$ cat config.mk
export PLATFORM = sky130hd
export DESIGN_NAME = i2c_master_bit_sequencer_core_flat
export DESIGN_NICKNAME = d
export VERILOG_FILES = /design/src/design/i2cms_pkg.sv /design/src/design/i2cms_cmd_if.sv /design/src/design/i2cms_phase_if.sv /design/src/design/i2c_master_bit_sequencer_core.sv /design/src/design/i2cms_front.sv /design/src/design/i2cms_queue.sv /design/src/design/i2cms_back.sv /design/src/flat_wrapper.sv
export SDC_FILE = /design/constraint.sdc
export NUM_CORES = 1
export LEC_CHECK = 0
export BUFFER_PORTS_ARGS = -buffer_cell sky130_fd_sc_hd__buf_2
export CAP_MARGIN = 20
export CELL_PAD_IN_SITES_DETAIL_PLACEMENT = 0
export CELL_PAD_IN_SITES_GLOBAL_PLACEMENT = 1
export CORE_MARGIN = 4
export CORE_UTILIZATION = 42
export DETAILED_ROUTE_END_ITERATION = 10
export GPL_ROUTABILITY_DRIVEN = 1
export PLACE_DENSITY = 0.81
export SLEW_MARGIN = 20
export SYNTH_ARGS = -nofsm -noshare
export SYNTH_HDL_FRONTEND = slang
export SYNTH_SLANG_ARGS = --single-unit
$ cat constraint.sdc
create_clock -name i_clk -period 3 [get_ports i_clk]
set_clock_uncertainty 0.05 [all_clocks]
set_input_delay 0.75 -clock i_clk [delete_from_list [all_inputs] [get_ports i_clk]]
set_output_delay 0.75 -clock i_clk [all_outputs]
set_load 0.1 [all_outputs]
$ cat src/design/i2cms_pkg.sv
// shared types and constants of the i2c master bit sequencer
package i2cms_pkg;

    localparam int MODE_W   = 3;
    localparam int BYTE_W   = 8;
    localparam int HOLD_W   = 7;
    localparam int STATUS_W = 2;
    localparam int STEP_W   = 5;

    localparam int QUEUE_DEPTH_DEF = 2;

    localparam logic [MODE_W-1:0] MODE_UNUSED = 3'd7;

    localparam logic [BYTE_W-1:0] READ_BIT = 8'h01;

    localparam logic [HOLD_W-1:0] HOLD_NONE  = 7'd0;
    localparam logic [HOLD_W-1:0] HOLD_SETUP = 7'(40 / 2);
    localparam logic [HOLD_W-1:0] HOLD_LONG  = 7'(200 / 2);
    localparam logic [HOLD_W-1:0] HOLD_MID   = 7'(80 / 2);
    localparam logic [HOLD_W-1:0] HOLD_HIGH  = 7'(160 / 2);
    localparam logic [HOLD_W-1:0] HOLD_RXLOW = 7'(120 / 2);

    localparam logic [STEP_W-1:0] STEP_FIRST     = 5'd0;
    localparam logic [STEP_W-1:0] STEP_SECOND    = 5'd1;
    localparam logic [STEP_W-1:0] STEP_ACK_LOW   = 5'd16;
    localparam logic [STEP_W-1:0] STEP_ACK_HIGH  = 5'd17;

    localparam logic [STATUS_W-1:0] ST_OK      = 2'd0;
    localparam logic [STATUS_W-1:0] ST_BUSY    = 2'd1;
    localparam logic [STATUS_W-1:0] ST_NO_ACK  = 2'd2;

    typedef enum logic [MODE_W-1:0] {
        OP_START = 3'd0,
        OP_STOP  = 3'd1,
        OP_SEND  = 3'd2,
        OP_RECV  = 3'd3,
        OP_ACK   = 3'd4,
        OP_NAK   = 3'd5,
        OP_PROBE = 3'd6
    } t_op;

    typedef enum logic [2:0] {
        SEG_START,
        SEG_STOP,
        SEG_SEND,
        SEG_RECV,
        SEG_ACKBIT
    } t_seg;

    typedef struct packed {
        t_op               op;
        logic [BYTE_W-1:0] tx_byte;
        logic              bus_free;
        logic              nak;
        logic [BYTE_W-1:0] rx_bits;
    } t_desc;

endpackage

$ cat src/design/i2cms_cmd_if.sv
// command channel of the i2c master bit sequencer
interface i2cms_cmd_if;
    logic                           valid;
    logic                           ready;
    logic [i2cms_pkg::MODE_W-1:0]   mode;
    logic [i2cms_pkg::BYTE_W-1:0]   tx_byte;
    logic                           sda_sense;
    logic                           scl_sense;
    logic                           ack_sense;
    logic [i2cms_pkg::BYTE_W-1:0]   rx_bits;

    modport source (output valid, mode, tx_byte, sda_sense, scl_sense, ack_sense, rx_bits,
                    input ready);
    modport sink (input valid, mode, tx_byte, sda_sense, scl_sense, ack_sense, rx_bits,
                  output ready);
endinterface

$ cat src/design/i2cms_phase_if.sv
// bus phase channel of the i2c master bit sequencer
interface i2cms_phase_if;
    logic                           valid;
    logic                           ready;
    logic                           scl_level;
    logic                           sda_level;
    logic                           sda_enable;
    logic [i2cms_pkg::HOLD_W-1:0]   hold_ticks;
    logic [i2cms_pkg::STATUS_W-1:0] status;
    logic [i2cms_pkg::BYTE_W-1:0]   rx_data;
    logic                           last;

    modport source (output valid, scl_level, sda_level, sda_enable, hold_ticks, status,
                    rx_data, last, input ready);
    modport sink (input valid, scl_level, sda_level, sda_enable, hold_ticks, status,
                  rx_data, last, output ready);
endinterface

$ cat src/design/i2c_master_bit_sequencer_core.sv
// top level of the i2c master bit sequencer
//
//  channel   dir  handshake          beat
//  i_cmd     in   valid/ready        one command: mode, tx_byte, senses, rx_bits
//  o_phase   out  valid/ready        one bus phase: levels, hold, status, rx_data, last
//
// a command gives 1 to 25 phase beats, one per cycle while the output does not stall; the
// phase sequencer steps one segment position per beat, and a queued next command
// follows without a gap
// commands enter the queue while the sequencer works; mode seven is taken and dropped
// output stalls freeze the sequencer; the queue keeps taking commands until full
// reset puts scl, sda and drive high and empties the queue, no clearing pass
module i2c_master_bit_sequencer_core #(
    parameter int QUEUE_DEPTH = i2cms_pkg::QUEUE_DEPTH_DEF
) (
    input  logic            i_clk,
    input  logic            i_rst_n,
    i2cms_cmd_if.sink       i_cmd,
    i2cms_phase_if.source   o_phase
);
    import i2cms_pkg::*;

    logic   push, q_full, q_valid, q_pop;
    t_desc  front_desc, q_desc;

    i2cms_front u_front (
        .i_cmd    (i_cmd),
        .i_q_full (q_full),
        .o_push   (push),
        .o_desc   (front_desc)
    );

    i2cms_queue #(
        .DEPTH (QUEUE_DEPTH)
    ) u_queue (
        .i_clk   (i_clk),
        .i_rst_n (i_rst_n),
        .i_push  (push),
        .i_desc  (front_desc),
        .o_full  (q_full),
        .o_valid (q_valid),
        .o_desc  (q_desc),
        .i_pop   (q_pop)
    );

    i2cms_back u_back (
        .i_clk     (i_clk),
        .i_rst_n   (i_rst_n),
        .i_q_valid (q_valid),
        .i_q_desc  (q_desc),
        .o_q_pop   (q_pop),
        .o_phase   (o_phase)
    );

`ifndef SYNTHESIS
    a_status_on_last: assert property (@(posedge i_clk) disable iff (!i_rst_n)
        (o_phase.valid && (o_phase.status != ST_OK)) |-> o_phase.last)
        else $error("status reported before final phase");

    a_rx_on_last: assert property (@(posedge i_clk) disable iff (!i_rst_n)
        (o_phase.valid && (o_phase.rx_data != '0)) |-> o_phase.last)
        else $error("received byte reported before final phase");

    a_idle_after_reset: assert property (@(posedge i_clk)
        $past(!i_rst_n) |-> !o_phase.valid)
        else $error("phase beat right after reset");

    a_pop_needs_entry: assert property (@(posedge i_clk) disable iff (!i_rst_n)
        q_pop |-> q_valid)
        else $error("queue popped while empty");
`endif
endmodule

$ cat src/design/i2cms_front.sv
// command intake: decodes and classifies each command beat
module i2cms_front (
    i2cms_cmd_if.sink          i_cmd,
    input  logic               i_q_full,
    output logic               o_push,
    output i2cms_pkg::t_desc   o_desc
);
    import i2cms_pkg::*;

    logic is_probe;

    assign i_cmd.ready = !i_q_full;
    assign o_push      = i_cmd.valid && !i_q_full && (i_cmd.mode != MODE_UNUSED);
    assign is_probe    = (i_cmd.mode == OP_PROBE);

    always_comb begin
        o_desc.op       = t_op'(i_cmd.mode);
        o_desc.tx_byte  = is_probe ? (i_cmd.tx_byte | READ_BIT) : i_cmd.tx_byte;
        o_desc.bus_free = i_cmd.sda_sense && i_cmd.scl_sense;
        o_desc.nak      = i_cmd.ack_sense;
        o_desc.rx_bits  = i_cmd.rx_bits;
    end
endmodule

$ cat src/design/i2cms_queue.sv
// short command queue between intake and phase sequencer
module i2cms_queue #(
    parameter int DEPTH = i2cms_pkg::QUEUE_DEPTH_DEF
) (
    input  logic               i_clk,
    input  logic               i_rst_n,
    input  logic               i_push,
    input  i2cms_pkg::t_desc   i_desc,
    output logic               o_full,
    output logic               o_valid,
    output i2cms_pkg::t_desc   o_desc,
    input  logic               i_pop
);
    import i2cms_pkg::*;

    localparam int PTR_W = (DEPTH > 1) ? $clog2(DEPTH) : 1;
    localparam int CNT_W = $clog2(DEPTH + 1);

    t_desc             r_mem [DEPTH];
    logic [PTR_W-1:0]  r_wr, n_wr;
    logic [PTR_W-1:0]  r_rd, n_rd;
    logic [CNT_W-1:0]  r_count;
    logic              do_push, do_pop;

    assign o_full  = (r_count == CNT_W'(DEPTH));
    assign o_valid = (r_count != '0);
    assign o_desc  = r_mem[r_rd];
    assign do_push = i_push && !o_full;
    assign do_pop  = i_pop && o_valid;
    assign n_wr    = (r_wr == PTR_W'(DEPTH - 1)) ? '0 : r_wr + 1'b1;
    assign n_rd    = (r_rd == PTR_W'(DEPTH - 1)) ? '0 : r_rd + 1'b1;

    always_ff @(posedge i_clk) begin
        if (!i_rst_n) begin
            r_wr    <= '0;
            r_rd    <= '0;
            r_count <= '0;
        end else begin
            if (do_push) begin
                r_wr <= n_wr;
            end
            if (do_pop) begin
                r_rd <= n_rd;
            end
            if (do_push && !do_pop) begin
                r_count <= r_count + 1'b1;
            end else if (do_pop && !do_push) begin
                r_count <= r_count - 1'b1;
            end
        end
    end

    always_ff @(posedge i_clk) begin
        if (do_push) begin
            r_mem[r_wr] <= i_desc;
        end
    end
endmodule

$ cat src/design/i2cms_back.sv
// phase sequencer: walks bus segments and registers one phase beat per cycle unless stalled
module i2cms_back (
    input  logic               i_clk,
    input  logic               i_rst_n,
    input  logic               i_q_valid,
    input  i2cms_pkg::t_desc   i_q_desc,
    output logic               o_q_pop,
    i2cms_phase_if.source      o_phase
);
    import i2cms_pkg::*;

    function automatic t_seg first_seg(input t_op op);
        t_seg seg;
        case (op)
            OP_START: seg = SEG_START;
            OP_PROBE: seg = SEG_START;
            OP_STOP:  seg = SEG_STOP;
            OP_SEND:  seg = SEG_SEND;
            OP_RECV:  seg = SEG_RECV;
            OP_ACK:   seg = SEG_ACKBIT;
            OP_NAK:   seg = SEG_ACKBIT;
            default:  seg = SEG_START;
        endcase
        return seg;
    endfunction

    t_seg               r_seg, n_seg, cur_seg;
    logic [STEP_W-1:0]  r_step, n_step, cur_step;
    logic               r_in_cmd, n_in_cmd;
    logic               r_scl, r_sda, r_drv;
    logic               n_scl, n_sda, n_drv;
    logic [HOLD_W-1:0]  ph_hold;
    logic               seg_end, cmd_last, chain;
    logic [STATUS_W-1:0] ph_status;
    logic [BYTE_W-1:0]  ph_rx;
    logic [2:0]         bit_k;
    logic [BYTE_W-1:0]  sh_byte;
    logic               advance;

    logic               r_o_valid;
    logic               r_o_scl, r_o_sda, r_o_en, r_o_last;
    logic [HOLD_W-1:0]  r_o_hold;
    logic [STATUS_W-1:0] r_o_status;
    logic [BYTE_W-1:0]  r_o_rx;

    assign cur_seg  = r_in_cmd ? r_seg : first_seg(i_q_desc.op);
    assign cur_step = r_in_cmd ? r_step : STEP_FIRST;
    assign advance  = i_q_valid && (!r_o_valid || o_phase.ready);
    assign o_q_pop  = advance && cmd_last;

    // phase levels, hold and end of segment
    always_comb begin
        bit_k   = cur_step[3:1];
        sh_byte = i_q_desc.tx_byte << bit_k;
        n_scl   = r_scl;
        n_sda   = r_sda;
        n_drv   = r_drv;
        ph_hold = HOLD_NONE;
        seg_end = 1'b0;
        case (cur_seg)
            SEG_START: begin
                if (cur_step == STEP_FIRST) begin
                    n_sda   = 1'b1;
                    n_drv   = 1'b1;
                    n_scl   = 1'b1;
                    ph_hold = i_q_desc.bus_free ? HOLD_SETUP : HOLD_NONE;
                    seg_end = !i_q_desc.bus_free;
                end else if (cur_step == STEP_SECOND) begin
                    n_sda   = 1'b0;
                    ph_hold = HOLD_LONG;
                end else begin
                    n_scl   = 1'b0;
                    seg_end = 1'b1;
                end
            end
            SEG_STOP: begin
                if (cur_step == STEP_FIRST) begin
                    n_drv   = 1'b1;
                    n_sda   = 1'b0;
                    ph_hold = HOLD_MID;
                end else if (cur_step == STEP_SECOND) begin
                    n_scl   = 1'b1;
                    ph_hold = HOLD_LONG;
                end else begin
                    n_sda   = 1'b1;
                    seg_end = 1'b1;
                end
            end
            SEG_SEND: begin
                if (cur_step < STEP_ACK_LOW) begin
                    if (!cur_step[0]) begin
                        n_drv   = 1'b1;
                        n_sda   = sh_byte[BYTE_W-1];
                        n_scl   = (cur_step == STEP_FIRST) ? r_scl : 1'b0;
                        ph_hold = HOLD_SETUP;
                    end else begin
                        n_scl   = 1'b1;
                        ph_hold = HOLD_HIGH;
                    end
                end else if (cur_step == STEP_ACK_LOW) begin
                    n_drv   = 1'b0;
                    n_scl   = 1'b0;
                    ph_hold = HOLD_MID;
                end else if (cur_step == STEP_ACK_HIGH) begin
                    n_scl   = 1'b1;
                    ph_hold = HOLD_HIGH;
                end else begin
                    n_scl   = 1'b0;
                    seg_end = 1'b1;
                end
            end
            SEG_RECV: begin
                if (cur_step < STEP_ACK_LOW) begin
                    if (!cur_step[0]) begin
                        n_drv   = 1'b0;
                        n_scl   = (cur_step == STEP_FIRST) ? r_scl : 1'b0;
                        ph_hold = HOLD_RXLOW;
                    end else begin
                        n_scl   = 1'b1;
                        ph_hold = HOLD_MID;
                    end
                end else begin
                    n_scl   = 1'b0;
                    seg_end = 1'b1;
                end
            end
            SEG_ACKBIT: begin
                if (cur_step == STEP_FIRST) begin
                    n_sda   = (i_q_desc.op == OP_NAK);
                    n_drv   = 1'b1;
                    ph_hold = HOLD_MID;
                end else if (cur_step == STEP_SECOND) begin
                    n_scl   = 1'b1;
                    ph_hold = HOLD_HIGH;
                end else begin
                    n_scl   = 1'b0;
                    seg_end = 1'b1;
                end
            end
            default: begin
                seg_end = 1'b1;
            end
        endcase
    end

    // command completion, status and received byte
    always_comb begin
        chain     = (i_q_desc.op == OP_PROBE) &&
                    ((cur_seg == SEG_START) || (cur_seg == SEG_SEND));
        cmd_last  = seg_end && !chain;
        ph_status = ST_OK;
        ph_rx     = '0;
        if (cmd_last) begin
            case (i_q_desc.op)
                OP_START: ph_status = i_q_desc.bus_free ? ST_OK : ST_BUSY;
                OP_SEND:  ph_status = i_q_desc.nak ? ST_NO_ACK : ST_OK;
                OP_PROBE: begin
                    if (!i_q_desc.bus_free) begin
                        ph_status = ST_BUSY;
                    end else if (i_q_desc.nak) begin
                        ph_status = ST_NO_ACK;
                    end else begin
                        ph_status = ST_OK;
                    end
                end
                OP_RECV:  ph_rx = i_q_desc.rx_bits;
                default:  ph_status = ST_OK;
            endcase
        end
    end

    // next segment and step
    always_comb begin
        n_seg    = cur_seg;
        n_step   = cur_step + 1'b1;
        n_in_cmd = 1'b1;
        if (seg_end) begin
            n_step = STEP_FIRST;
            if (chain && (cur_seg == SEG_START)) begin
                n_seg = i_q_desc.bus_free ? SEG_SEND : SEG_STOP;
            end else if (chain) begin
                n_seg = SEG_STOP;
            end else begin
                n_in_cmd = 1'b0;
            end
        end
    end

    always_ff @(posedge i_clk) begin
        if (!i_rst_n) begin
            r_seg     <= SEG_START;
            r_step    <= STEP_FIRST;
            r_in_cmd  <= 1'b0;
            r_scl     <= 1'b1;
            r_sda     <= 1'b1;
            r_drv     <= 1'b1;
            r_o_valid <= 1'b0;
        end else begin
            if (advance) begin
                r_seg     <= n_seg;
                r_step    <= n_step;
                r_in_cmd  <= n_in_cmd;
                r_scl     <= n_scl;
                r_sda     <= n_sda;
                r_drv     <= n_drv;
                r_o_valid <= 1'b1;
            end else if (o_phase.ready) begin
                r_o_valid <= 1'b0;
            end
        end
    end

    always_ff @(posedge i_clk) begin
        if (advance) begin
            r_o_scl    <= n_scl;
            r_o_sda    <= n_sda;
            r_o_en     <= n_drv;
            r_o_hold   <= ph_hold;
            r_o_status <= ph_status;
            r_o_rx     <= ph_rx;
            r_o_last   <= cmd_last;
        end
    end

    assign o_phase.valid      = r_o_valid;
    assign o_phase.scl_level  = r_o_scl;
    assign o_phase.sda_level  = r_o_sda;
    assign o_phase.sda_enable = r_o_en;
    assign o_phase.hold_ticks = r_o_hold;
    assign o_phase.status     = r_o_status;
    assign o_phase.rx_data    = r_o_rx;
    assign o_phase.last       = r_o_last;
endmodule
$ cat src/flat_wrapper.sv
// flat-port wrapper written by rule: the top's interface ports become plain ports
module i2c_master_bit_sequencer_core_flat import i2cms_pkg::*;
#(
    parameter int QUEUE_DEPTH = i2cms_pkg::QUEUE_DEPTH_DEF
)
  (i_clk, i_rst_n, i_cmd_valid, i_cmd_mode, i_cmd_tx_byte, i_cmd_sda_sense, i_cmd_scl_sense, i_cmd_ack_sense, i_cmd_rx_bits, i_cmd_ready, o_phase_valid, o_phase_scl_level, o_phase_sda_level, o_phase_sda_enable, o_phase_hold_ticks, o_phase_status, o_phase_rx_data, o_phase_last, o_phase_ready);
  i2cms_cmd_if i_cmd_i ();
  i2cms_phase_if o_phase_i ();
  input  logic i_clk;
  input  logic i_rst_n;
  input wire logic [$bits(i_cmd_i.valid)-1:0] i_cmd_valid;
  input wire logic [$bits(i_cmd_i.mode)-1:0] i_cmd_mode;
  input wire logic [$bits(i_cmd_i.tx_byte)-1:0] i_cmd_tx_byte;
  input wire logic [$bits(i_cmd_i.sda_sense)-1:0] i_cmd_sda_sense;
  input wire logic [$bits(i_cmd_i.scl_sense)-1:0] i_cmd_scl_sense;
  input wire logic [$bits(i_cmd_i.ack_sense)-1:0] i_cmd_ack_sense;
  input wire logic [$bits(i_cmd_i.rx_bits)-1:0] i_cmd_rx_bits;
  output wire logic [$bits(i_cmd_i.ready)-1:0] i_cmd_ready;
  output wire logic [$bits(o_phase_i.valid)-1:0] o_phase_valid;
  output wire logic [$bits(o_phase_i.scl_level)-1:0] o_phase_scl_level;
  output wire logic [$bits(o_phase_i.sda_level)-1:0] o_phase_sda_level;
  output wire logic [$bits(o_phase_i.sda_enable)-1:0] o_phase_sda_enable;
  output wire logic [$bits(o_phase_i.hold_ticks)-1:0] o_phase_hold_ticks;
  output wire logic [$bits(o_phase_i.status)-1:0] o_phase_status;
  output wire logic [$bits(o_phase_i.rx_data)-1:0] o_phase_rx_data;
  output wire logic [$bits(o_phase_i.last)-1:0] o_phase_last;
  input wire logic [$bits(o_phase_i.ready)-1:0] o_phase_ready;
  assign i_cmd_i.valid = i_cmd_valid;
  assign i_cmd_i.mode = i_cmd_mode;
  assign i_cmd_i.tx_byte = i_cmd_tx_byte;
  assign i_cmd_i.sda_sense = i_cmd_sda_sense;
  assign i_cmd_i.scl_sense = i_cmd_scl_sense;
  assign i_cmd_i.ack_sense = i_cmd_ack_sense;
  assign i_cmd_i.rx_bits = i_cmd_rx_bits;
  assign i_cmd_ready = i_cmd_i.ready;
  assign o_phase_valid = o_phase_i.valid;
  assign o_phase_scl_level = o_phase_i.scl_level;
  assign o_phase_sda_level = o_phase_i.sda_level;
  assign o_phase_sda_enable = o_phase_i.sda_enable;
  assign o_phase_hold_ticks = o_phase_i.hold_ticks;
  assign o_phase_status = o_phase_i.status;
  assign o_phase_rx_data = o_phase_i.rx_data;
  assign o_phase_last = o_phase_i.last;
  assign o_phase_i.ready = o_phase_ready;
  i2c_master_bit_sequencer_core #(.QUEUE_DEPTH(QUEUE_DEPTH)) u_core (.i_clk(i_clk), .i_rst_n(i_rst_n), .i_cmd(i_cmd_i), .o_phase(o_phase_i));
endmodule
# Word-level counts from Yosys, hierarchy flattened
# Memories as Yosys holds them, arrays and structs flattened. A register that Yosys moved wholly into a read port is not among the register bits.
# Index checks and enable logic that the tools add are counted.
# Widths: inputs -> output; s select.
classes:
  addsub: 5
  reduce_logical: 30
  magnitude_cmp: 1
  n_eq_ne: 16
  n_shift: 1
  mux: 75
op_table:
  columns: ["operator", "n"]
  rows:
  - ["$mux 7", 9]
  - ["$mux 1", 45]
  - ["$pmux 7 s5", 1]
  - ["$mux 5", 4]
  - ["$eq 3x3->1 const B", 5]
  - ["$eq 3x2->1 const B", 4]
  - ["$logic_and 1x1->1", 12]
  - ["$mux 3", 4]
  - ["$pmux 3 s4", 1]
  - ["$eq 5x5->1 const B", 2]
  - ["$mux 2", 5]
  - ["$pmux 1 s4", 2]
  - ["$shl 8x3->8", 1]
  - ["$eq 3x1->1 const B", 2]
  - ["$logic_not 1->1", 6]
  - ["$logic_not 3->1", 2]
  - ["$mux 6", 1]
  - ["$pmux 2 s3", 1]
  - ["$reduce_bool 2->1", 3]
  - ["$add 5x1->5 const B", 1]
  - ["$eq 5x1->1 const B", 1]
  - ["$logic_not 5->1", 1]
  - ["$lt 5x5->1 const B", 1]
  - ["$pmux 1 s5", 1]
  - ["10 further kinds", 13]
totals:
  mem_bits_rw: 42
  memories: 1
  regBits: 38
mem_list:
  columns: ["memory", "words", "width", "rd", "rd_clocked_by_memory_dff", "wr", "line_no", "text"]
  rows:
  - ["u_core.u_queue.r_mem", 2, 21, 1, 1, 1, "i2cms_queue.sv:19", "t_desc r_mem [DEPTH];"]

# Depth between registers and ports, before layout
depth:
  ltp_word: 14
  mapped_depth: 16
  mapped_depth_nobuf: 13

# By module
# Synthesis repeated with hierarchy kept, for this count alone.
hier_totals:
  cells_unflattened: 364
  hier_area_um2: 4113.9
by_module_without_submodules:
  columns: ["mod", "cells_per_inst", "instances", "seq_area_each_um2", "area_per_inst_um2"]
  rows:
  - ["i2cms_back", 249, 1, 830.8, 2194.6]
  - ["i2cms_queue", 90, 1, 1361.3, 1744.2]
  - ["i2cms_front", 25, 1, 0.0, 175.2]

# Least setup slack after synthesis
# Ideal clock, no wire load.
synth_timing:
  path_kind: "register to register"
  start: "reg u_core.u_back.r_in_cmd"
  end: "reg u_core.u_queue.r_count[1]"
  path_stages_with_launch: 15
  slack_ns: -0.373
  t_arrival_ns: 3.252
  required_ns: 2.879
  path_cell_list: "dfxtp_1 > buf_2 > buf_4 > buf_2 > nand2_1 > ha_1 > or2_2 > and2_1 > a221oi_4 > o22ai_2 > a21oi_1 > inv_1 > ha_1 > or3_1 > a21oi_1"
synth_between:
  elab_chain_len: 12
synth_rtl:
  columns: ["element", "line_no", "text"]
  rows:
  - ["from (decl)", "i2cms_back.sv:29", "logic r_in_cmd, n_in_cmd;"]
  - ["from (signal assigned)", "i2cms_back.sv:202", "r_in_cmd <= n_in_cmd;"]
  - ["$mux 5", "i2cms_back.sv:47", "assign cur_step = r_in_cmd ? r_step : STEP_FIRST;"]
  - ["$eq 5x5->1", "i2cms_back.sv:104", "end else if (cur_step == STEP_ACK_HIGH) begin"]
  - ["$mux 1", "i2cms_back.sv:104", null]
  - ["$mux 1", "i2cms_back.sv:100", "end else if (cur_step == STEP_ACK_LOW) begin"]
  - ["$mux 1", "i2cms_back.sv:90", "if (cur_step < STEP_ACK_LOW) begin"]
  - ["$pmux 1 s4", "i2cms_back.sv:60", "case (cur_seg)"]
  - ["$logic_and 1x1->1 *", "i2cms_back.sv:150", "cmd_last = seg_end && !chain;"]
  - ["$logic_and 1x1->1 *", "i2cms_back.sv:49", "assign o_q_pop = advance && cmd_last;"]
  - ["$logic_and 1x1->1 *", "i2cms_queue.sv:29", "assign do_pop = i_pop && o_valid;"]
  - ["$logic_not 1->1", "i2cms_queue.sv:45", "if (do_push && !do_pop) begin"]
  - ["$logic_and 1x1->1", "i2cms_queue.sv:45", null]
  - ["$mux 2 or $reduce_bool 2->1 (tied branches)", null, null]
  - ["to (signal assigned)", "i2cms_queue.sv:46", "r_count <= r_count + 1'b1;"]
  - ["to (signal assigned)", "i2cms_queue.sv:48", "r_count <= r_count - 1'b1;"]
  - ["to (decl)", "i2cms_queue.sv:22", "logic [CNT_W-1:0] r_count;"]
# Every way passes the cells marked *; elsewhere a longest branch is shown, timed or not.
# A chain may end at the register's enable or synchronous reset.

# Worst setup path in the final report
layout_timing:
  start: "reg u_core.u_back.r_step[0]"
  end: "reg u_core.u_queue.r_count[1]"
layout_between:
  elab_chain_len: 12
layout_rtl:
  columns: ["element", "line_no", "text"]
  rows:
  - ["from (decl)", "i2cms_back.sv:28", "logic [STEP_W-1:0] r_step, n_step, cur_step;"]
  - ["from (signal assigned)", "i2cms_back.sv:201", "r_step <= n_step;"]
  - ["$mux 5 *", "i2cms_back.sv:47", null]
  - ["$eq 5x5->1", "i2cms_back.sv:104", null]
  - ["$mux 1", "i2cms_back.sv:104", null]
  - ["$mux 1", "i2cms_back.sv:100", null]
  - ["$mux 1", "i2cms_back.sv:90", null]
  - ["$pmux 1 s4 *", "i2cms_back.sv:60", null]
  - ["$logic_and 1x1->1 *", "i2cms_back.sv:150", null]
  - ["$logic_and 1x1->1 *", "i2cms_back.sv:49", null]
  - ["$logic_and 1x1->1 *", "i2cms_queue.sv:29", null]
  - ["$logic_not 1->1", "i2cms_queue.sv:45", null]
  - ["$logic_and 1x1->1", "i2cms_queue.sv:45", null]
  - ["$mux 2 or $reduce_bool 2->1 (tied branches)", null, null]
# Marked as above.

==> flow_summary.toml <==
[logic_synthesis]
synthDistinctLibCells = 72
ys_ff_latch = 79
syn_avg_cell_area_um2 = 11.7
synth-compound-area-share_pct = 15.1
synth_mux_area_share_pct = 7.06
synth-edff-count = 61
synth_top_family_by_area = "simple AND/OR/NAND/NOR gates"
ys_seq_area_share_pct = 55.3
synthAdderAreaFrac_pct = 1.26
synth_top_flop_cell = "edfxtp_1"
synthCells = 338
async_reset_ff_share_pct = 0
synth_warnings = 0
synth_xor_xnor_area_share_pct = 0.883
synth-simple-area-share_pct = 16.7
synthesis.area_mm2 = 0.00397

[detailed_routing]
drt_iter0_markers = 141
drt_pass1_iterations = 4
detail-route-antenna-nets = 0
wirelength_mm = 8.42
wl_per_cell_um = 16.4
drc = 0
dr_total_vias = 2842
vias_per_cell = 5.53

[clock_tree]
cts_max_path_buffers = 2
cts_sinks = 79
insertion_delay_ns = 0.36
cts_hold_buffers = 0
cts_buffers = 9
clockRootBuffer = "clkbuf_8"
h-tree-depth = 3
cts_tree = "yes"
postCtsSetupBuffers = 0
clk_pin_slew_worst_paths_ns = 0.09
post_cts_resized = 0

[pwr]
pwr-share-clk_pct = 14.9
p_sw_uw = 2530
p_per_area_mw_per_mm2 = 1120
cellLeakagePower_uw = 0.00172
p_int_uw = 2660
ir_drop_uv = 458
p_sw_share_pct = 48.8
sequentialPowerShare_pct = 32.3
comb_power_share_pct = 52.9

[sta]
finalHoldViolCount = 0
finalSetupViolations = 0
fmax_mhz = 363
worst_pin_slew_ns = 0.838
setup_ws_ns = 0.244
period_needed_ns = 2.76
slew_headroom_pct = 43.6
drv_slew = 0
rsz0062_at_grt = "false"
tns_ns = 0
fin_crit_sh_pct = 91.9

[critical_path]
crit_start = "u_core.u_back.r_step[0]$_SDFFE_PN0P_"
worstPathArrival_ns = 2.99
start_kind = "register"
cp_data_required_time_ns = 3.23
path_max_fanout = 5
reg2reg_from = "u_core.u_back.r_step[0]$_SDFFE_PN0P_"
endpoint_kind = "register"
critPathKind = "register to register"

[global_route]
grt_pass1_wl_mm = 13.8
grt_max_degree = 23
grt_pass1_vias = 2673
overflow = 0
track_usage_pct = 15.8
antenna_found_initial = 0

[place]
port_buffers = 46
dp_hpwl_mm = 6.42
routabilityCongestion = 0.968
post-place-ws_ns = 0.208

[die]
num_io_pins = 49
die-area_mm2 = 0.0111
die_w_um = 105
die_y_um = 105
rows = 35
initial_utilization_pct = 43.1
core_area_mm2 = 0.00920

[job]
cap_violations = 0

[outcome]
status = "complete, no violations"

[final_layout]
final_nets = 428
area_growth_pct = 16.6
insertedDiodeCount = 0
drive_gt1_share_pct = 29.5

[hold_path]
min-delay-path-class = "register to register"
min_from = "u_core.u_queue.r_rd$_SDFFE_PN0P_"
critical path, cell delays in order (launching register included):
cell	delay, ns
dfxtp_1	0.38
nand2_4	0.10
inv_1	0.06
ha_2	0.21
or2_4	0.23
and2_4	0.18
a221oi_4	0.31
o22ai_2	0.16
a21oi_2	0.20
inv_1	0.09
ha_4	0.16
xor2_1	0.14
or3_1	0.31
a21oi_1	0.12
synthesized netlist by cell type, types with 6 or more instances:
library cell,number,area (µm²)
nand3_1,11,55.1
nor2_1,22,82.6
nand2b_1,7,43.8
o21ai_0,12,60.1
nand2_1,33,124
edfxtp_1,61,1830
inv_1,9,33.8
dfxtp_1,18,360
mux2i_1,15,150
nor4_1,8,50.1
a21oi_1,14,70.1
nor2b_1,6,37.5
o211ai_1,6,45.0
clkbuf_1,6,22.5
layout make-up:
type,instances,area (µm²)
Clock inverter,7,72.6
Inverter,9,33.8
Timing Repair Buffer,66,393
Clock buffer,9,124
Fill cell,841,4570
Tap cell,111,139
Sequential cell,79,2190
Multi-Input combinational cell,233,1670
sequential cells by signal (all words and copies together), names as in the netlist, 2 cells and up, named ones only:
signal	cells
u_core.u_back.o_phase.status	2
u_core.u_back.r_seg	3
u_core.u_back.r_step	5
u_core.u_queue.r_count	2
u_core.u_queue.r_mem	42
u_core.u_back.o_phase.rx_data	8
u_core.u_back.o_phase.hold_ticks	5
cells in the final DEF (no fill, tap or decap), drive strengths merged, types with 2 or more instances in the layout:
| cell | Yosys | routed |
|---|---|---|
| a21oi | 14 | 14 |
| a32oi | 2 | 2 |
| nand2 | 35 | 35 |
| o31ai | 7 | 7 |
| nor3b | 2 | 2 |
| or3 | 2 | 2 |
| o21ai | 13 | 13 |
| ha | 4 | 4 |
| nor2 | 24 | 24 |
| nand3b | 2 | 2 |
| xor2 | 3 | 3 |
| o32a | 2 | 2 |
| nor4 | 10 | 10 |
| mux4 | 2 | 2 |
| nand3 | 11 | 11 |
| mux2 | 4 | 4 |
| nand4 | 2 | 2 |
| buf | 12 | 66 |
| mux2i | 17 | 17 |
| o211ai | 7 | 7 |
| conb | 1 | 2 |
| o22ai | 2 | 2 |
| o31a | 4 | 4 |
| a22oi | 3 | 3 |
| or2 | 5 | 5 |
| nor2b | 6 | 6 |
| o221a | 2 | 2 |
| nand2b | 7 | 7 |
| dfxtp | 18 | 18 |
| and2 | 5 | 5 |
| inv | 9 | 14 |
| a211o | 3 | 3 |
| nor3 | 5 | 5 |
| a21o | 5 | 5 |
| edfxtp | 61 | 61 |
| clkbuf | 6 | 9 |
path summary, 6_finish.rpt:
| kind | endpoint | slack, ns | cells past startpoint |
|---|---|---|---|
| worst max-delay path | u_core.u_queue.r_count[1]$_SDFFE_PN0P_ | 0.24 | 13 |
| worst max register to register | u_core.u_queue.r_count[1]$_SDFFE_PN0P_ | 0.24 | 13 |
| worst min-delay path | register | 0.44 | 2 |
| worst min register to register | register | 0.44 | 2 |
stage by stage:
step                cells  hold slack [ns]  utilization (%)  total power (µW)  cell area [µm²]
floorplan             339            0.402                -              3900             4020
global placement      498            0.412             48.1              4420             4430
detailed placement    498            0.435             48.1              4440             4430
CTS                   514            0.449             50.3              5220             4620
global route          514            0.496             50.3              5460             4620
finish                514            0.437             50.3              5180             4620
cells by family (layout without fill, tap and decap cells):
family	Yosys count	after routing
mux	23	23
compound gates	76	76
other cells	1	2
flops	79	79
simple gates	124	124
buf+inv	27	91
fa+ha+maj	4	4
xor+xnor	4	4
power groups by stage:
stage / Combinational [µW] / Clock [µW] / Sequential (µW)
final: 2740 / 770 / 1670
after global routing: 2930 / 833 / 1700
after CTS: 2750 / 798 / 1670
after detailed placement: 2740 / 0 / 1700
after global placement: 2730 / 0 / 1690
after floorplan: 1450 / 0 / 2450
metal layers:
layer  track usage [%]  up-vias  share of wire (%)
met2              24.5       92                 46
met4              6.94        0                2.4
met5                 0        -                  0
met3              4.01       18                5.6
li1                  -     1400                  -
met1              20.9     1332                 46
No activity file was read; power rests on OpenSTA's default activity.
